**config.mk**
```make
export PLATFORM = sky130hd
export DESIGN_NAME = pdwt_isqrt
export DESIGN_NICKNAME = d
export VERILOG_FILES = /design/src/rtl/pdwt_pkg.sv /design/src/rtl/pdwt_isqrt.sv
export SDC_FILE = /design/constraint.sdc
export NUM_CORES = 1
export LEC_CHECK = 0
export BUFFER_PORTS_ARGS = -buffer_cell sky130_fd_sc_hd__buf_4
export CAP_MARGIN = 20
export CORE_ASPECT_RATIO = 1.75
export CORE_MARGIN = 5
export CORE_UTILIZATION = 55
export DETAILED_ROUTE_END_ITERATION = 12
export GPL_TIMING_DRIVEN = 0
export PLACE_DENSITY = 0.73
export SYNTH_ARGS = -nofsm -noshare
export SYNTH_HDL_FRONTEND = slang
export SYNTH_SLANG_ARGS = --single-unit
```
**constraint.sdc**
```tcl
create_clock -name clk -period 16.5 [get_ports clk]
set_clock_uncertainty 0.2 [all_clocks]
set_input_delay 4.95 -clock clk [delete_from_list [all_inputs] [get_ports clk]]
set_output_delay 4.95 -clock clk [all_outputs]
set_load 0.1 [all_outputs]
```
**src/rtl/pdwt_pkg.sv**
```systemverilog
package pdwt_pkg;

    typedef enum logic [3:0] {
        ST_IDLE,
        ST_QXY,
        ST_QWZ,
        ST_QYY,
        ST_QZZ,
        ST_AXX,
        ST_AYY,
        ST_RUN,
        ST_WAIT,
        ST_TURN,
        ST_SUM
    } state_t;

    // cordic datapath width, holds the Q28 operands plus gain
    localparam int CW = 40;
    localparam int ZW = 32;
    localparam int ANGLE_TABLE_LEN = 24;

    localparam logic signed [16:0] PI_Q13 = 17'sd25736;
    localparam logic signed [16:0] TWO_PI_Q13 = 17'sd51472;
    localparam logic signed [ZW-1:0] HALF_PI_Q24 = 32'sd26353589;
    localparam logic signed [ZW-1:0] PI_Q13_Z = 32'sd25736;
    localparam logic signed [CW-1:0] ONE_Q28 = 40'sd268435456;
    localparam logic [23:0] HALF_TRACK_RESET = 24'd13107;

    typedef struct packed {
        logic start;
        logic done;
    } unit_ctl_t;

    function automatic logic signed [ZW-1:0] atan_q24(input logic [4:0] idx);
        logic signed [ZW-1:0] v;
        case (idx)
            5'd0:    v = 32'sd13176795;
            5'd1:    v = 32'sd7778716;
            5'd2:    v = 32'sd4110060;
            5'd3:    v = 32'sd2086331;
            5'd4:    v = 32'sd1047214;
            5'd5:    v = 32'sd524117;
            5'd6:    v = 32'sd262123;
            5'd7:    v = 32'sd131069;
            5'd8:    v = 32'sd65536;
            5'd9:    v = 32'sd32768;
            5'd10:   v = 32'sd16384;
            5'd11:   v = 32'sd8192;
            5'd12:   v = 32'sd4096;
            5'd13:   v = 32'sd2048;
            5'd14:   v = 32'sd1024;
            5'd15:   v = 32'sd512;
            5'd16:   v = 32'sd256;
            5'd17:   v = 32'sd128;
            5'd18:   v = 32'sd64;
            5'd19:   v = 32'sd32;
            5'd20:   v = 32'sd16;
            5'd21:   v = 32'sd8;
            5'd22:   v = 32'sd4;
            5'd23:   v = 32'sd2;
            default: v = 32'sd0;
        endcase
        return v;
    endfunction

endpackage

```
**src/rtl/pdwt_isqrt.sv**
```systemverilog
module pdwt_isqrt (
    input  logic                clk,
    input  logic                rst_n,
    input  pdwt_pkg::unit_ctl_t ctl_in,
    output pdwt_pkg::unit_ctl_t ctl_out,
    input  logic [63:0]         radicand,
    output logic [32:0]         root
);
    logic [63:0] rem_reg, rem_next;
    logic [63:0] res_reg, res_next;
    logic [63:0] bit_reg;
    logic        run_reg;
    logic        fin_reg;
    logic        done_reg;
    logic [32:0] root_reg;
    logic [63:0] trial;

    assign trial = res_reg + bit_reg;

    always_comb
    begin
        rem_next = rem_reg;
        res_next = res_reg;
        if (ctl_in.start)
        begin
            rem_next = radicand;
            res_next = '0;
        end
        else if (run_reg)
        begin
            if (rem_reg >= trial)
            begin
                rem_next = rem_reg - trial;
                res_next = (res_reg >> 1) + bit_reg;
            end
            else
            begin
                res_next = res_reg >> 1;
            end
        end
    end

    always_ff @(posedge clk)
    begin
        rem_reg <= rem_next;
        res_reg <= res_next;
    end

    always_ff @(posedge clk or negedge rst_n)
    begin
        if (!rst_n)
        begin
            bit_reg  <= '0;
            run_reg  <= 1'b0;
            fin_reg  <= 1'b0;
            done_reg <= 1'b0;
            root_reg <= '0;
        end
        else
        begin
            done_reg <= 1'b0;
            fin_reg  <= 1'b0;
            if (ctl_in.start)
            begin
                bit_reg <= 64'h4000_0000_0000_0000;
                run_reg <= 1'b1;
            end
            else if (run_reg)
            begin
                bit_reg <= bit_reg >> 2;
                if (bit_reg[0])
                begin
                    run_reg <= 1'b0;
                    fin_reg <= 1'b1;
                end
            end
            else if (fin_reg)
            begin
                // round to nearest
                root_reg <= res_reg[32:0] + 33'(rem_reg > res_reg);
                done_reg <= 1'b1;
            end
        end
    end

    assign ctl_out.start = run_reg;
    assign ctl_out.done  = done_reg;
    assign root = root_reg;

endmodule

```
==> impl_metrics.yaml, run 1 <==
run_status:
  status: "finished clean"
pwr:
  vdd.ir_drop.worst_mv: 0.134
  p_leak_nw: 8.74
  power.density_nw_per_um2: 173
  power.total_mw: 3.66
global_routing:
  first_global_vias: 20100
  gr-total-overflow: 0
  grt_pass1_wl_um: 115000
  grt_usage: 0.391
  grt_start_max_net_pins: 69
  antenna_found_initial: 2
critical_path:
  cpPeakStageDelay_ns: 0.96
  timing.rr.end: "res_reg[32]"
  rr_worst_depth: 22
  cp.arrival_ns: 8.47
  r2r_setup_slack_ns: 8.19
  crit_family: "compound AO/OA/AOI/OAI gates"
  cp_common_cell: "a21oi_1"
  cp-end-kind: "flop"
  critPathKind: "reg2reg"
  cp_cell_sequence: "ha_1, ha_1, a21oi_1, o31ai_1, nand4_1, a21oi_1, o211a_1, o21ai_1, a21oi_1, a2bb2oi_1, xor2_1, ha_1, a21o_1, a21o_1, a21oi_1, o21ai_0, a211oi_1, nand2_1, clkbuf_1, o21ai_0, a21oi_1, a211oi_1"
  path_buf_inv: 1
  critPathMaxFanout: 10
  slowest_stage: "a211oi_1"
  start_kind: "flop"
  critPathRequiredTime_ns: 16.66
  r2r-start: "bit_reg[0]"
logic_synthesis:
  synth_edf_count: 64
  synth_ff_type: "dfrtp_1"
  syn_inst: 2411
  yosys_warnings: 0
  synth_seq_cells: 196
  synth-seq-area-share: 0.257
  syn_area_um2: 19100
  async_flop_share: 0.347
  synth.distinct_cells: 98
  syn_area_per_cell_um2: 7.93
  syn-num-nets: 2676
placement:
  placed_cells: 2975
  dp_hpwl_um: 61200
  port-buffer-count: 101
  routabilityCongestion: 1.01
clock_tree:
  cts.clk_slew.worst_paths_ns: 0.08
  cts_sinks: 196
  cts_post_setup_buffers_inserted: 0
  ctsResizeCount: 0
  cts_root_buffer: "clkbuf_16"
  cts_tree: "done"
  cts_hold_buf: 0
  numCtsBuffers: 17
  htreeDepth: 4
  insertion_delay_ns: 0.48
  clockBufferDepth: 2
route:
  dr.pass1.iters: 8
  ant_nets: 0
  drcViolationCount: 0
  dr.first_iter.drc_count: 1827
  vias: 20100
  wirelength_um: 77500
  vias_per_cell: 6.67
  wl_per_cell_um: 25.7
final_layout:
  syn2layout_area_growth_pct: 10.9
  drive_gt1_frac: 0.0952
  nNetsFinal: 2805
  final_cells: 3014
  fin_util: 0.615
worst_hold_path:
  holdPathStages: 1
  whs_endpoint: "root[0]"
  hold_class: "reg2reg"
  holdCritStartpoint: "root[0]"
floorplanning:
  die_y_um: 257
  row_count: 90
  die_area_um2: 38700
  initial_core_util: 0.555
  ioPinCount: 103
  die_w_um: 151
  core_um2: 34500
timing:
  slew_headroom: 0.208
  rsz0062_at_grt: "false"
  hold_viol: 0
  worst_slew_pin_slew_ns: 1.18
  drv_slew: 0
  fin_tns_setup_ns: 0
  fmax_ghz: 0.120
  min_period_ns: 8.31
  setup_viol: 0
  finalCritPeriodShare: 0.504
run:
  maxCapViolations: 0
## where the power goes
group	leakage, nW	total, mW	switching (mW)	internal, mW
clock	0.296	0.452	0.246	0.207
combinational	6.32	2.40	1.54	0.858
sequential	2.12	0.807	0.132	0.674
## cells in the mapped netlist (30+ instances only)
cell      number  area (µm²)
a211oi_1      47         353
a21o_1        65         488
a21oi_1      205        1030
a31oi_1       73         457
buf_2         36         180
clkbuf_1      80         300
dfrtp_1       68        1700
dfxtp_1       64        1280
edfxtp_1      64        1920
ha_1         196        2450
inv_1         99         372
mux2i_1       41         410
nand2_1      238         893
nand3_1       50         250
nand4_1       73         457
nor2_1       224         841
nor3_1        40         200
o211ai_1      30         225
o21ai_0      166         831
o21bai_1      31         233
xnor2_1      127        1110
xor2_1        46         403
## metal layers
metal	vias up	share of wire	GRT usage
li1	9168	-	-
met1	9502	0.32	0.371
met2	1009	0.50	0.690
met3	420	0.064	0.0754
met4	2	0.11	0.356
met5	-	0.00015	0
## cells in the final DEF (no fill, tap or decap), types with 8 or more instances in the layout
cell,Yosys,routed
o21ai_1,20,20
buf_1,11,11
clkbuf_16,0,17
nor3b_1,8,8
buf_4,4,106
o211ai_1,30,30
inv_1,99,99
o21ai_0,166,165
o31ai_1,20,20
mux2i_1,41,41
xnor2_1,127,127
and2_1,13,13
ha_1,196,196
nor2b_1,15,15
dfxtp_1,64,64
a211oi_1,47,47
a31o_2,16,16
buf_2,36,38
o21bai_1,31,31
o21a_1,17,17
or3_1,22,22
a311oi_1,13,13
and3_1,24,24
nor2_1,224,224
nor3_1,40,40
a221oi_1,14,14
nand3_1,50,50
a31oi_1,73,73
nand4_1,73,73
xor2_1,46,46
edfxtp_1,64,64
dfrtp_1,68,68
nor4_1,15,15
clkbuf_1,80,80
a21o_1,65,65
nand2_1,238,238
nand2b_1,10,10
a21oi_1,205,205
## worst max path at each step
stage / startpoint / to / slack (ns) / cells past startpoint
2_1_floorplan: bit_reg[2] / rem_reg[0] / 6.78 / 22
3_3_place_gp: bit_reg[2] / rem_reg[32] / 0.88 / 22
3_5_place_dp: ctl_in[1] / rem_reg[49] / 8.00 / 5
4_1_cts: bit_reg[2] / res_reg[32] / 8.49 / 21
5_1_grt: bit_reg[0] / rem_reg[19] / 7.92 / 23
6_report: bit_reg[0] / res_reg[32] / 8.19 / 22
## per-stage QoR
stage	area, µm²	worst slack, ns	hold WS (ns)
2_1_floorplan	19100	6.78	0.289
3_3_place_gp	20400	0.876	0.295
3_5_place_dp	20500	8.00	0.305
4_1_cts	21100	8.49	0.324
5_1_grt	21200	7.92	0.334
6_report	21200	8.19	0.325
## area by class of cell
class	count	area (µm²)
clock buffers	17	425
plain buffers	137	594
diodes	1	2.50
fillers	3207	13300
inverters	102	383
clock inverters	15	181
repair buffers	110	881
flip-flops and latches	196	4900
multi-input cells	1976	13200
well taps	460	576
## cells by family (layout without fill, tap and decap cells)
family	after synthesis	in the layout	synth area share
AOI/OAI and AO/OA	794	794	0.269
xor gates and xnor gates	173	173	0.0793
adders and majority gates	197	197	0.129
buffers and inverters	239	381	0.0511
DFF	196	196	0.257
muxes	50	50	0.0270
other	0	1	0
and+or+nand+nor	762	762	0.187
No activity file was read; power rests on OpenSTA's default activity.
==> inputs of run 2 (changes only) <==
--- a/config.mk
+++ b/config.mk
@@ -5,6 +5,7 @@
 export SDC_FILE = /design/constraint.sdc
 export NUM_CORES = 1
 export LEC_CHECK = 0
+export ABC_AREA = 1
 export BUFFER_PORTS_ARGS = -buffer_cell sky130_fd_sc_hd__buf_4
 export CAP_MARGIN = 20
 export CORE_ASPECT_RATIO = 1.75
@@ -12,7 +13,7 @@
 export CORE_UTILIZATION = 55
 export DETAILED_ROUTE_END_ITERATION = 12
 export GPL_TIMING_DRIVEN = 0
-export PLACE_DENSITY = 0.73
+export PLACE_DENSITY = 0.75
 export SYNTH_ARGS = -nofsm -noshare
 export SYNTH_HDL_FRONTEND = slang
 export SYNTH_SLANG_ARGS = --single-unit
==> constraint.sdc (replaced) <==
create_clock -name clk -period 7.5 [get_ports clk]
set_clock_uncertainty 0.2 [all_clocks]
set_input_delay 2.25 -clock clk [delete_from_list [all_inputs] [get_ports clk]]
set_output_delay 2.25 -clock clk [all_outputs]
set_load 0.1 [all_outputs]
==> run 2 against run 1 <==
Against the previous run: via count up 29%; wire length grew 20%; global-route usage increased by 0.81 points; sequential power rose by 120%; critical path depth decreased by 2; fmax grew 19%; final cell count grew 50%; sequential share of layout area down 3.4 points; register-to-register slack got worse by 7.6 ns; largest cell class unchanged.
==> impl_metrics.yaml, run 2 <==
route:
  wl_per_cell_um: 20.6
  vias_per_cell: 5.76
  dr.first_iter.drc_count: 2138
  wirelength_um: 93200
  dr.pass1.iters: 6
  vias: 26000
  ant_nets: 0
  drcViolationCount: 0
global_routing:
  grt_start_max_net_pins: 69
  antenna_found_initial: 1
  gr-total-overflow: 0
  first_global_vias: 25600
  grt_usage: 0.399
  grt_pass1_wl_um: 138000
clock_tree:
  ctsResizeCount: 0
  clockBufferDepth: 2
  cts_tree: "done"
  cts_sinks: 196
  cts_hold_buf: 0
  numCtsBuffers: 17
  htreeDepth: 4
  cts_root_buffer: "clkbuf_16"
  cts_post_setup_buffers_inserted: 0
  insertion_delay_ns: 0.50
  cts.clk_slew.worst_paths_ns: 0.08
logic_synthesis:
  synth_seq_cells: 196
  syn-num-nets: 4090
  synth-seq-area-share: 0.216
  synth_area_leader_cell: "nand2_1"
  synth.distinct_cells: 52
  synth_ff_type: "dfrtp_1"
  synth_common_cells: "nand2_1 (1,239), inv_1 (522), nor2_1 (418), nand3_1 (348), a21oi_1 (213)"
  synth_top_area_frac: 0.205
  syn_inst: 3825
  syn_area_um2: 22700
  synth_edf_count: 64
  yosys_warnings: 0
  yosysMostFrequentCell: "nand2_1"
  async_flop_share: 0.347
  synthTopCellsByArea: "nand2_1 (21%), ha_1 (11%), inv_1 (8.6%)"
  syn_area_per_cell_um2: 5.92
timing:
  rsz0062_at_grt: "false"
  hold_viol: 0
  finalWorstSetupSlack_ns: 0.537
  min_period_ns: 6.96
  worst_slew_pin_slew_ns: 1.27
  slew_headroom: 0.154
  setup_viol: 0
  drv_slew: 0
  fmax_ghz: 0.144
  finalCritPeriodShare: 0.928
critical_path:
  cp-end-kind: "flop"
  critPathKind: "reg2reg"
  critPathRequiredTime_ns: 7.49
  start_kind: "flop"
  cp.arrival_ns: 6.95
  critPathMaxFanout: 23
placement:
  place_ws_ns: 0.875
  dp_hpwl_um: 78700
  port-buffer-count: 101
  routabilityCongestion: 1.02
worst_hold_path:
  hold_class: "reg2reg"
pwr:
  power.density_nw_per_um2: 343
  power.total_mw: 8.51
  vdd.ir_drop.worst_mv: 0.249
  p_leak_nw: 11.5
floorplanning:
  die_y_um: 279
  initial_core_util: 0.555
  core_um2: 40800
  ioPinCount: 103
  die_w_um: 163
  die_area_um2: 45500
  row_count: 98
final_layout:
  n_antenna_cell: 0
  mostFrequentLayoutCells: "nand2_1 (1,239), inv_1 (522), nor2_1 (418)"
  syn2layout_area_growth_pct: 9.54
  layout_commonest_cell: "nand2_1"
  nNetsFinal: 4214
  drive_gt1_frac: 0.0586
run_status:
  status: "finished clean"
run:
  maxCapViolations: 0
run 2: cell types whose count changed after synthesis, moves of 51 or more:
cell	delta
nand2_1	+1001
a21o_1	-51
nor2_1	+194
inv_1	+423
xnor2_1	-80
a31oi_1	-61
nand3_1	+298
run 2: area by class of cell:
| class | count | area (µm²) |
|---|---|---|
| Sequential cell | 196 | 4900 |
| Buffer | 79 | 414 |
| Tap cell | 550 | 688 |
| Clock buffer | 17 | 425 |
| Fill cell | 4355 | 16000 |
| Clock inverter | 15 | 214 |
| Inverter | 538 | 2020 |
| Multi-Input combinational cell | 3012 | 15300 |
| Timing Repair Buffer | 105 | 818 |
run 2: power by group:
| group | switching (mW) | leakage, nW | total [mW] | internal (mW) |
|---|---|---|---|---|
| sequential | 0.307 | 2.12 | 1.79 | 1.49 |
| clock | 0.574 | 0.303 | 1.04 | 0.469 |
| combinational | 3.76 | 9.03 | 5.67 | 1.91 |
run 2: metal layers:
layer  wire, µm  share of wire  vias up  global-route usage
met1      32400           0.35    11800               0.417
met5          0              0        -                   0
met2      45100           0.48     1158               0.702
li1           -              -    12600                   -
met3       5760          0.062      393              0.0406
met4       9890           0.11        0               0.346
run 2: final timing paths:
check / startpoint / to / slack [ns] / cells past startpoint
min in group asynchronous: rst_n / done_reg / 1.67 / 1
max in group asynchronous: rst_n / bit_reg[44] / 4.80 / 1
setup / recovery: bit_reg[22] / rem_reg[24] / 0.54 / 20
hold reg to reg: root[26] / root[26] / 0.28 / 2
hold / removal: root[26] / root[26] / 0.28 / 2
setup reg to reg: bit_reg[22] / rem_reg[24] / 0.54 / 20
run 2: cells by family after synthesis:
family | share of synthesized area
buffers and inverters | 0.107
DFF | 0.216
adders and majority gates | 0.109
and+or+nand+nor | 0.396
AOI/OAI and AO/OA | 0.132
xor gates and xnor gates | 0.0394
run 2: worst max-delay path: stages (launching register included):
cell and delay, ns:
dfrtp_1 0.43, ha_1 0.40, nand2_1 0.09, o21ai_0 0.38, nand2_1 0.18, o21ai_0 0.45
a21oi_1 0.08, o21ai_0 0.45, nand3_1 0.31, nand2_1 0.18, xnor2_1 0.11, ha_1 0.41
nand2_1 0.16, nor3_2 0.21, nand2_1 0.16, nor3_2 0.49, nand2_4 0.28, clkbuf_1 0.33
a31oi_4 0.82, buf_12 0.28, buf_12 0.21
run 2: through the flow:
step	TNS [ns]	utilization	instances	instance area (µm²)	hold slack [ns]
3_3_place_gp	-240.91	0.590	4476	24100	0.264
4_1_cts	0	0.608	4511	24800	0.289
2_1_floorplan	0	-	3825	22700	0.284
3_5_place_dp	0	0.592	4479	24200	0.267
6_report	0	0.608	4512	24800	0.284
5_1_grt	0	0.608	4512	24800	0.298
