===== src/rtl/pdwt_pkg.sv =====
package pdwt_pkg;

    typedef enum logic [3:0] {
        ST_IDLE,
        ST_QXY,
        ST_QWZ,
        ST_QYY,
        ST_QZZ,
        ST_AXX,
        ST_AYY,
        ST_RUN,
        ST_WAIT,
        ST_TURN,
        ST_SUM
    } state_t;

    // cordic datapath width, holds the Q28 operands plus gain
    localparam int CW = 40;
    localparam int ZW = 32;
    localparam int ANGLE_TABLE_LEN = 24;

    localparam logic signed [16:0] PI_Q13 = 17'sd25736;
    localparam logic signed [16:0] TWO_PI_Q13 = 17'sd51472;
    localparam logic signed [ZW-1:0] HALF_PI_Q24 = 32'sd26353589;
    localparam logic signed [ZW-1:0] PI_Q13_Z = 32'sd25736;
    localparam logic signed [CW-1:0] ONE_Q28 = 40'sd268435456;
    localparam logic [23:0] HALF_TRACK_RESET = 24'd13107;

    typedef struct packed {
        logic start;
        logic done;
    } unit_ctl_t;

    function automatic logic signed [ZW-1:0] atan_q24(input logic [4:0] idx);
        logic signed [ZW-1:0] v;
        case (idx)
            5'd0:    v = 32'sd13176795;
            5'd1:    v = 32'sd7778716;
            5'd2:    v = 32'sd4110060;
            5'd3:    v = 32'sd2086331;
            5'd4:    v = 32'sd1047214;
            5'd5:    v = 32'sd524117;
            5'd6:    v = 32'sd262123;
            5'd7:    v = 32'sd131069;
            5'd8:    v = 32'sd65536;
            5'd9:    v = 32'sd32768;
            5'd10:   v = 32'sd16384;
            5'd11:   v = 32'sd8192;
            5'd12:   v = 32'sd4096;
            5'd13:   v = 32'sd2048;
            5'd14:   v = 32'sd1024;
            5'd15:   v = 32'sd512;
            5'd16:   v = 32'sd256;
            5'd17:   v = 32'sd128;
            5'd18:   v = 32'sd64;
            5'd19:   v = 32'sd32;
            5'd20:   v = 32'sd16;
            5'd21:   v = 32'sd8;
            5'd22:   v = 32'sd4;
            5'd23:   v = 32'sd2;
            default: v = 32'sd0;
        endcase
        return v;
    endfunction

endpackage


===== src/rtl/pdwt_cordic.sv =====
module pdwt_cordic #(
    parameter int STEPS = 16
) (
    input  logic                           clk,
    input  logic                           rst_n,
    input  pdwt_pkg::unit_ctl_t            ctl_in,
    output pdwt_pkg::unit_ctl_t            ctl_out,
    input  logic signed [pdwt_pkg::CW-1:0] x0,
    input  logic signed [pdwt_pkg::CW-1:0] y0,
    output logic signed [15:0]             angle
);
    localparam int IW = $clog2(STEPS + 1);

    logic signed [pdwt_pkg::CW-1:0] x_reg, x_next;
    logic signed [pdwt_pkg::CW-1:0] y_reg, y_next;
    logic signed [pdwt_pkg::ZW-1:0] z_reg, z_next;
    logic [IW-1:0]                  i_reg;
    logic                           run_reg;
    logic                           fin_reg;
    logic                           done_reg;
    logic signed [15:0]             angle_reg;
    logic signed [pdwt_pkg::CW-1:0] xs, ys;
    logic signed [pdwt_pkg::ZW-1:0] step_angle;
    logic signed [pdwt_pkg::ZW-1:0] z_round;

    assign xs = x_reg >>> i_reg;
    assign ys = y_reg >>> i_reg;
    assign step_angle = pdwt_pkg::atan_q24(5'(i_reg));
    assign z_round = (z_reg + 32'sd1024) >>> 11;

    always_comb
    begin
        x_next = x_reg;
        y_next = y_reg;
        z_next = z_reg;
        if (ctl_in.start)
        begin
            x_next = x0;
            y_next = y0;
            z_next = '0;
            // left half plane: rotate by a quarter turn first
            if (x0 < 0)
            begin
                if (y0 >= 0)
                begin
                    x_next = y0;
                    y_next = -x0;
                    z_next = pdwt_pkg::HALF_PI_Q24;
                end
                else
                begin
                    x_next = -y0;
                    y_next = x0;
                    z_next = -pdwt_pkg::HALF_PI_Q24;
                end
            end
        end
        else if (run_reg)
        begin
            if (y_reg >= 0)
            begin
                x_next = x_reg + ys;
                y_next = y_reg - xs;
                z_next = z_reg + step_angle;
            end
            else
            begin
                x_next = x_reg - ys;
                y_next = y_reg + xs;
                z_next = z_reg - step_angle;
            end
        end
    end

    always_ff @(posedge clk)
    begin
        x_reg <= x_next;
        y_reg <= y_next;
        z_reg <= z_next;
    end

    always_ff @(posedge clk or negedge rst_n)
    begin
        if (!rst_n)
        begin
            i_reg     <= '0;
            run_reg   <= 1'b0;
            fin_reg   <= 1'b0;
            done_reg  <= 1'b0;
            angle_reg <= '0;
        end
        else
        begin
            done_reg <= 1'b0;
            fin_reg  <= 1'b0;
            if (ctl_in.start)
            begin
                i_reg <= '0;
                if (x0 == 0 && y0 == 0)
                begin
                    angle_reg <= '0;
                    done_reg  <= 1'b1;
                end
                else
                begin
                    run_reg <= 1'b1;
                end
            end
            else if (run_reg)
            begin
                i_reg <= i_reg + 1'b1;
                if (i_reg == IW'(STEPS - 1))
                begin
                    run_reg <= 1'b0;
                    fin_reg <= 1'b1;
                end
            end
            else if (fin_reg)
            begin
                if (z_round > pdwt_pkg::PI_Q13_Z)
                    angle_reg <= 16'(pdwt_pkg::PI_Q13_Z);
                else if (z_round < -pdwt_pkg::PI_Q13_Z)
                    angle_reg <= 16'(-pdwt_pkg::PI_Q13_Z);
                else
                    angle_reg <= z_round[15:0];
                done_reg <= 1'b1;
            end
        end
    end

    assign ctl_out.start = run_reg;
    assign ctl_out.done  = done_reg;
    assign angle = angle_reg;

endmodule


===== config.mk =====
export PLATFORM = sky130hd
export DESIGN_NAME = pdwt_cordic
export DESIGN_NICKNAME = d
export VERILOG_FILES = /design/src/rtl/pdwt_pkg.sv /design/src/rtl/pdwt_cordic.sv
export SDC_FILE = /design/constraint.sdc
export NUM_CORES = 1
export LEC_CHECK = 0
export ABC_AREA = 1
export BUFFER_PORTS_ARGS = -buffer_cell sky130_fd_sc_hd__buf_2
export CORE_AREA = 2 2 282 284
export CTS_CLUSTER_SIZE = 30
export DETAILED_ROUTE_END_ITERATION = 6
export DIE_AREA = 0 0 284 286
export MAX_ROUTING_LAYER = met4
export PLACE_DENSITY = 0.43
export SLEW_MARGIN = 20
export SYNTH_ARGS = -nofsm -noshare
export SYNTH_HDL_FRONTEND = slang
export SYNTH_SLANG_ARGS = --single-unit

===== constraint.sdc =====
create_clock -name clk -period 6.5 [get_ports clk]
set_clock_uncertainty 0.15 [all_clocks]
set_input_delay 0.975 -clock clk [delete_from_list [all_inputs] [get_ports clk]]
set_output_delay 0.975 -clock clk [all_outputs]
set_load 0.02 [all_outputs]

==> metrics.txt, run 1 <==
# TYPE chip_impl_metric gauge
chip_impl_metric{name="worstPathBufferInverterCount",unit=""} 6
chip_impl_metric{name="core_region_area",unit="sq um"} 78360
chip_impl_metric{name="finalNetCount",unit=""} 4069
chip_impl_metric{name="gr-usage-all-layers",unit=""} 0.2526
chip_impl_metric{name="cts-hold-fix-buffers",unit=""} 0
chip_impl_metric{name="grt_pass1_vias",unit=""} 25510
chip_impl_metric{name="layout-area-overhead-vs-synth",unit="%"} 9.762
chip_impl_metric{name="drc_errors",unit=""} 0
chip_impl_info{name="synth_top_cells_by_area",value="sky130_fd_sc_hd__nand2_1 (18%), sky130_fd_sc_hd__edfxtp_1 (15%), sky130_fd_sc_hd__nand3_1 (9.4%)"} 1
chip_impl_metric{name="maximum_number_of_pins_on_one_net_before_global_route_repair",unit=""} 123
chip_impl_info{name="worst_path_dominant_cell_family",value="simple AND/OR/NAND/NOR gates"} 1
chip_impl_metric{name="grt.overflow.total",unit=""} 0
chip_impl_metric{name="timing.slew.headroom",unit=""} 0.3984
chip_impl_metric{name="cts_post_setup_buffers_inserted",unit=""} 0
chip_impl_info{name="yosysTopAreaCell",value="sky130_fd_sc_hd__nand2_1"} 1
chip_impl_metric{name="finalHoldViolCount",unit=""} 0
chip_impl_metric{name="cts_sink_cnt",unit=""} 136
chip_impl_info{name="clockRootBuffer",value="sky130_fd_sc_hd__clkbuf_16"} 1
chip_impl_metric{name="ys_seq_area_frac",unit=""} 0.1757
chip_impl_info{name="critPathSlowestCell",value="sky130_fd_sc_hd__dfrtp_4"} 1
chip_impl_metric{name="dieHeight",unit="um"} 286
chip_impl_metric{name="synthesized_netlist_net_count",unit=""} 4033
chip_impl_metric{name="detailedRoute.firstIterationViolations",unit=""} 1998
chip_impl_metric{name="routed_via_density",unit=""} 5.213
chip_impl_metric{name="die_area",unit="sq um"} 81220
chip_impl_metric{name="worst-path-max-fanout",unit=""} 19
chip_impl_info{name="critical-path-top-cell-by-count",value="sky130_fd_sc_hd__nand2_1"} 1
chip_impl_info{name="worstSetupStartpointType",value="flip-flop"} 1
chip_impl_metric{name="slowest_delay",unit="ps"} 490
chip_impl_info{name="worstSetupPathType",value="reg -> reg"} 1
chip_impl_metric{name="synth-warning-count",unit=""} 0
chip_impl_metric{name="synth_top_area_frac",unit=""} 0.1794
chip_impl_metric{name="cts_made_buffers",unit=""} 17
chip_impl_metric{name="asyncSetResetFlopFracSynth",unit=""} 0.1765
chip_impl_metric{name="drv.max_cap_violation_count",unit=""} 0
chip_impl_metric{name="max_freq",unit="MHz"} 171.1
chip_impl_info{name="endpoint_kind",value="flip-flop"} 1
chip_impl_metric{name="timing.final.setup_violations",unit=""} 0
chip_impl_metric{name="floorplan.rows",unit=""} 103
chip_impl_metric{name="wire_per_inst",unit="um"} 20.53
chip_impl_metric{name="critPathRequiredTime",unit="ps"} 6590
chip_impl_info{name="outcome",value="finished, final reports clean"} 1
chip_impl_metric{name="worst-endpoint-arrival",unit="ps"} 5940
chip_impl_metric{name="drt-pass1-iter-count",unit=""} 5
chip_impl_metric{name="cts.path.max_buffers",unit=""} 2
chip_impl_info{name="hold_path.class",value="reg -> reg"} 1
chip_impl_metric{name="ant_nets",unit=""} 0
chip_impl_metric{name="chipWidth",unit="um"} 284
chip_impl_metric{name="yosysUniqueCellTypes",unit=""} 62
chip_impl_metric{name="aggregate_negative_setup_slack",unit="ps"} 0
chip_impl_metric{name="worst_slew_pin_slew",unit="ps"} 899.2
chip_impl_metric{name="timing_max_transition_violations_final",unit=""} 0
chip_impl_metric{name="numPortBuffers",unit=""} 100
chip_impl_metric{name="netlist_instances",unit=""} 3815
chip_impl_metric{name="synth.ff_latch_count",unit=""} 136
chip_impl_info{name="rsz0062_at_grt",value="no"} 1
chip_impl_metric{name="detail_route.wirelength",unit="mm"} 100.9
chip_impl_metric{name="layout-drive-gt1-share",unit=""} 0.07143
chip_impl_metric{name="synthesis.area",unit="sq um"} 22560
chip_impl_metric{name="htree_levels",unit=""} 4
chip_impl_metric{name="antenna_violations_before_repair",unit=""} 1
chip_impl_metric{name="min_period_over_period",unit=""} 0.8991
chip_impl_metric{name="final_period_minus_worst_setup_slack",unit="ps"} 5844
chip_impl_metric{name="dp_hpwl",unit="mm"} 82.67
chip_impl_metric{name="clkTransAtPathRegs",unit="ps"} 80
chip_impl_metric{name="syn_area_per_cell",unit="sq um"} 5.913
chip_impl_info{name="tritoncts",value="done"} 1
chip_impl_metric{name="detailroute.via_count",unit=""} 25620
chip_impl_metric{name="gp_congestion",unit=""} 0.9455
chip_impl_metric{name="cts.repair.resized",unit=""} 0
chip_impl_info{name="yosys_most_used_dff",value="sky130_fd_sc_hd__edfxtp_1"} 1
chip_impl_metric{name="boundaryPins",unit=""} 102
chip_impl_metric{name="initial_utilization",unit=""} 0.2879
chip_impl_metric{name="synth_edf_count",unit=""} 112
chip_impl_metric{name="grt_first_pass_wirelength",unit="mm"} 151.5
chip_impl_metric{name="worst_skew_pair.late_latency",unit="ps"} 500
## placed cells by master, fill, tap and decap left out, types with 6 or more instances in the layout
cell                        netlist  layout
sky130_fd_sc_hd__nand3_1        422     422
sky130_fd_sc_hd__nand3b_1         7       7
sky130_fd_sc_hd__nand2_1       1078    1078
sky130_fd_sc_hd__a21oi_1        258     258
sky130_fd_sc_hd__nor3_1          49      49
sky130_fd_sc_hd__clkinv_1         6       6
sky130_fd_sc_hd__inv_1          382     378
sky130_fd_sc_hd__xor2_1         118     118
sky130_fd_sc_hd__o21a_1           6       6
sky130_fd_sc_hd__xnor2_1         64      64
sky130_fd_sc_hd__inv_6            0       6
sky130_fd_sc_hd__or2_2            8       8
sky130_fd_sc_hd__edfxtp_1       112     112
sky130_fd_sc_hd__buf_4           21      63
sky130_fd_sc_hd__inv_2            9      11
sky130_fd_sc_hd__a21o_1          15      15
sky130_fd_sc_hd__dfrtp_1         24      19
sky130_fd_sc_hd__clkbuf_16        0      17
sky130_fd_sc_hd__buf_2           33      98
sky130_fd_sc_hd__ha_1           131     131
sky130_fd_sc_hd__nor2_2          15      16
sky130_fd_sc_hd__nor2_1         363     362
sky130_fd_sc_hd__nand4_1         50      50
sky130_fd_sc_hd__o21bai_1        10      10
sky130_fd_sc_hd__o221ai_1         6       6
sky130_fd_sc_hd__nor4_1          15      15
sky130_fd_sc_hd__o21ai_0        283     283
sky130_fd_sc_hd__o211ai_1        52      52
sky130_fd_sc_hd__a31oi_1         43      43
sky130_fd_sc_hd__o21ai_1         36      36
sky130_fd_sc_hd__o31ai_1         13      13
sky130_fd_sc_hd__a21boi_0         6       6
sky130_fd_sc_hd__o22ai_1         10      10
sky130_fd_sc_hd__nand2_2         11      11
## cells in the mapped netlist (all sizes together) (24+ instances only)
master and n:
a21oi 261, xor2 118, dfrtp 24, nand2 1089
inv 392, nor3 53, edfxtp 112, o211ai 52
xnor2 64, nor2 383, o21ai 324, clkbuf 58
nand3 426, ha 131, a31oi 45, buf 91
nand4 50
## worst paths after layout
kind / from / to / slack, ps / depth (start not counted)
setup / recovery: i_reg[0] / y_reg[36] / 660 / 36
hold / removal: angle[2] / angle[2] / 320 / 2
setup reg to reg: i_reg[0] / y_reg[36] / 660 / 36
hold reg to reg: angle[2] / angle[2] / 320 / 2
max in group asynchronous: rst_n / i_reg[0] / 5430 / 1
min in group asynchronous: rst_n / angle[14] / 330 / 1
## routing by layer
layer	vias up	share of wire	GRT usage
met5	-	0	-
met4	0	0.037	0.09526
met3	142	0.033	0.01715
met2	678	0.50	0.4474
met1	11890	0.43	0.2996
li1	12920	-	-
## worst reg2reg max path: cells and delay by family, from the launching register on
kind | cells | cell delay, ps
flops | 1 | 490
simple gates | 25 | 2510
buf+inv | 6 | 1120
compound gates | 2 | 520
xor+xnor | 1 | 180
fa+ha+maj | 2 | 630
## final cells by class
cell class | count | area [sq um]
timing repair buffer | 166 | 1064
clock buffer | 18 | 429.2
inverter | 398 | 1501
tap | 1050 | 1314
sequential | 136 | 3973
multi-input combinational | 3132 | 16320
antenna | 1 | 2.502
clock inverter | 14 | 161.4
fill | 9120 | 53600
## cell families (layout without fill, tap and decap cells)
group	Yosys count	after routing	share of synthesized area
AND/OR/NAND/NOR	2043	2043	0.3842
AO/OA/AOI/OAI	773	773	0.1930
buffers and inverters	547	596	0.1011
XOR/XNOR	182	182	0.07066
flip-flops	136	136	0.1757
adder cells (fa/ha/maj)	134	134	0.07532
other	0	1	0
## stage by stage
| stage | hold slack [ps] | area [sq um] | util | instances | worst slack [ps] |
|---|---|---|---|---|---|
| after floorplan | 339.6 | 22560 | - | 3815 | 1760 |
| after global placement | 312.7 | 24170 | 0.3084 | 4882 | 637.3 |
| after detailed placement | 311.9 | 24170 | 0.3084 | 4882 | 659.4 |
| after CTS | 322.1 | 24760 | 0.3160 | 4914 | 633.0 |
| after global routing | 352.6 | 24760 | 0.3160 | 4914 | 98.48 |
| final | 324.5 | 24760 | 0.3160 | 4915 | 655.6 |
Power of run 1 is not shown: default switching activity piles up to over one toggle a cycle in this logic, so the estimate is an artifact.
==> inputs of run 2 (changes only) <==
--- a/config.mk
+++ b/config.mk
@@ -7,12 +7,12 @@
 export LEC_CHECK = 0
 export ABC_AREA = 1
 export BUFFER_PORTS_ARGS = -buffer_cell sky130_fd_sc_hd__buf_2
-export CORE_AREA = 2 2 282 284
+export CORE_AREA = 2 2 257 259
 export CTS_CLUSTER_SIZE = 30
 export DETAILED_ROUTE_END_ITERATION = 6
-export DIE_AREA = 0 0 284 286
+export DIE_AREA = 0 0 259 261
 export MAX_ROUTING_LAYER = met4
-export PLACE_DENSITY = 0.43
+export PLACE_DENSITY = 0.49
 export SLEW_MARGIN = 20
 export SYNTH_ARGS = -nofsm -noshare
 export SYNTH_HDL_FRONTEND = slang
==> metrics.txt, run 2 (synthesis gave the netlist of run 1 again) <==
# TYPE chip_impl_metric gauge
chip_impl_info{name="worstSetupPathType",value="reg -> reg"} 1
chip_impl_metric{name="dieHeight",unit="um"} 261
chip_impl_metric{name="cts_made_buffers",unit=""} 17
chip_impl_metric{name="grt_first_pass_wirelength",unit="mm"} 145.7
chip_impl_metric{name="timing_max_transition_violations_final",unit=""} 0
chip_impl_metric{name="routed_via_density",unit=""} 5.460
chip_impl_info{name="critPathSlowestCell",value="sky130_fd_sc_hd__dfrtp_4"} 1
chip_impl_metric{name="cts_post_setup_buffers_inserted",unit=""} 0
chip_impl_metric{name="floorplan.rows",unit=""} 94
chip_impl_metric{name="max_freq",unit="MHz"} 169.8
chip_impl_metric{name="min_period_over_period",unit=""} 0.9059
chip_impl_metric{name="worst_skew_pair.late_latency",unit="ps"} 510
chip_impl_metric{name="drt-pass1-iter-count",unit=""} 5
chip_impl_metric{name="antenna_violations_before_repair",unit=""} 4
chip_impl_metric{name="slowest_delay",unit="ps"} 500
chip_impl_metric{name="cts.repair.resized",unit=""} 0
chip_impl_metric{name="numPortBuffers",unit=""} 100
chip_impl_info{name="tritoncts",value="done"} 1
chip_impl_metric{name="maximum_number_of_pins_on_one_net_before_global_route_repair",unit=""} 83
chip_impl_metric{name="worst-path-max-fanout",unit=""} 82
chip_impl_metric{name="detailroute.via_count",unit=""} 25780
chip_impl_metric{name="r2r_slack",unit="ps"} 610
chip_impl_metric{name="drv.max_cap_violation_count",unit=""} 0
chip_impl_metric{name="finalNetCount",unit=""} 4060
chip_impl_metric{name="htree_levels",unit=""} 4
chip_impl_metric{name="cts-hold-fix-buffers",unit=""} 0
chip_impl_info{name="mostFrequentLayoutCells",value="sky130_fd_sc_hd__nand2_1 (1,078), sky130_fd_sc_hd__nand3_1 (422), sky130_fd_sc_hd__inv_1 (378), sky130_fd_sc_hd__nor2_1 (362), sky130_fd_sc_hd__o21ai_0 (283)"} 1
chip_impl_metric{name="wire_per_inst",unit="um"} 20.69
chip_impl_metric{name="grt_pass1_vias",unit=""} 25230
chip_impl_metric{name="detail_route.wirelength",unit="mm"} 97.66
chip_impl_metric{name="layout-area-overhead-vs-synth",unit="%"} 8.514
chip_impl_metric{name="timing.reg2reg.worst_path_depth",unit=""} 32
chip_impl_metric{name="clkTransAtPathRegs",unit="ps"} 80
chip_impl_metric{name="cts_sink_cnt",unit=""} 136
chip_impl_metric{name="gp_congestion",unit=""} 0.9608
chip_impl_metric{name="detailedRoute.firstIterationViolations",unit=""} 1952
chip_impl_metric{name="layout-drive-gt1-share",unit=""} 0.06952
chip_impl_metric{name="cts.path.max_buffers",unit=""} 2
chip_impl_metric{name="initial_utilization",unit=""} 0.3468
chip_impl_metric{name="timing.final.setup_violations",unit=""} 0
chip_impl_metric{name="worst-endpoint-arrival",unit="ps"} 5990
chip_impl_info{name="critical-path-top-cell-by-count",value="sky130_fd_sc_hd__nand2_1"} 1
chip_impl_metric{name="num-fill-cells",unit=""} 7390
chip_impl_info{name="clockRootBuffer",value="sky130_fd_sc_hd__clkbuf_16"} 1
chip_impl_info{name="timing.rr.start",value="i_reg[0]"} 1
chip_impl_metric{name="core_region_area",unit="sq um"} 65040
chip_impl_metric{name="grt.overflow.total",unit=""} 0
chip_impl_metric{name="drc_errors",unit=""} 0
chip_impl_metric{name="final_period_minus_worst_setup_slack",unit="ps"} 5888
chip_impl_info{name="regToRegEndpoint",value="x_reg[37]"} 1
chip_impl_metric{name="ant_nets",unit=""} 0
chip_impl_metric{name="boundaryPins",unit=""} 102
chip_impl_metric{name="aggregate_negative_setup_slack",unit="ps"} 0
chip_impl_info{name="hold_path.class",value="in -> async"} 1
chip_impl_info{name="layout_commonest_cell",value="sky130_fd_sc_hd__nand2_1"} 1
chip_impl_metric{name="die_area",unit="sq um"} 67600
chip_impl_info{name="outcome",value="finished, final reports clean"} 1
chip_impl_metric{name="timing.final.ws_setup",unit="ps"} 611.8
chip_impl_metric{name="place_ws",unit="ps"} 688.6
chip_impl_metric{name="timing.slew.headroom",unit=""} 0.4441
chip_impl_info{name="endpoint_kind",value="flip-flop"} 1
chip_impl_info{name="rsz0062_at_grt",value="no"} 1
chip_impl_metric{name="worst_slew_pin_slew",unit="ps"} 833.9
chip_impl_metric{name="critPathRequiredTime",unit="ps"} 6610
chip_impl_metric{name="gr-usage-all-layers",unit=""} 0.2946
chip_impl_metric{name="finalHoldViolCount",unit=""} 0
chip_impl_metric{name="dp_hpwl",unit="mm"} 79.51
chip_impl_info{name="worstSetupStartpointType",value="flip-flop"} 1
chip_impl_metric{name="chipWidth",unit="um"} 259
==> run 2: cell types whose count changed in the layout (fill, tap and decap cells not counted), moves of 2 or more <==
cell	before	now
sky130_fd_sc_hd__buf_4	63	53
sky130_fd_sc_hd__clkinvlp_4	2	0
sky130_fd_sc_hd__inv_8	1	5
sky130_fd_sc_hd__clkinv_4	2	0
==> run 2: area by class of cell <==
cell class / instances / area [sq um] / share of cell area
Timing Repair Buffer: 157 / 1008 / 0.04120
Antenna cell: 2 / 5.005 / 0.0002045
Clock buffer: 17 / 425.4 / 0.01738
Tap cell: 864 / 1081 / 0.04416
Sequential cell: 136 / 3973 / 0.1623
Inverter: 398 / 1501 / 0.06134
Clock inverter: 15 / 168.9 / 0.006900
Multi-Input combinational cell: 3132 / 16320 / 0.6665
==> run 2: stage by stage <==
stage	hold slack [ps]	utilization	area (sq um)	std cells
6_report	304.2	0.3764	24480	4721
5_1_grt	340.2	0.3764	24480	4721
4_1_cts	300.6	0.3763	24470	4719
3_5_place_dp	311.6	0.3671	23880	4687
3_3_place_gp	311.3	0.3671	23880	4687
2_1_floorplan	339.6	-	22560	3815
==> run 2: per-layer routing <==
| layer | global-route usage | vias to the layer above | wire length, um | part of all wire |
|---|---|---|---|---|
| met5 | - | - | 0 | 0 |
| met4 | 0.1394 | 0 | 4668 | 0.048 |
| met3 | 0.03020 | 186 | 4748 | 0.049 |
| met2 | 0.5099 | 799 | 47870 | 0.49 |
| met1 | 0.3422 | 11940 | 40370 | 0.41 |
| li1 | - | 12860 | - | - |
==> run 2: critical path, delay by kind of cell, from the launching register on <==
| kind | cells | cell delay, ps |
|---|---|---|
| and+or+nand+nor | 19 | 2690 |
| DFF | 1 | 500 |
| AOI/OAI and AO/OA | 7 | 1090 |
| buffers and inverters | 3 | 430 |
| adders and majority gates | 2 | 540 |
| xor gates and xnor gates | 1 | 230 |
==> run 2: worst max path at each step <==
stage / from / to / cells after the start
final: i_reg[0] / x_reg[37] / 32
after global routing: i_reg[0] / x_reg[37] / 32
after CTS: i_reg[0] / x_reg[37] / 32
after detailed placement: i_reg[0] / x_reg[37] / 32
after global placement: i_reg[0] / x_reg[37] / 32
after floorplan: i_reg[1] / z_reg[31] / 28
Power of run 2 is left out for the same reason.
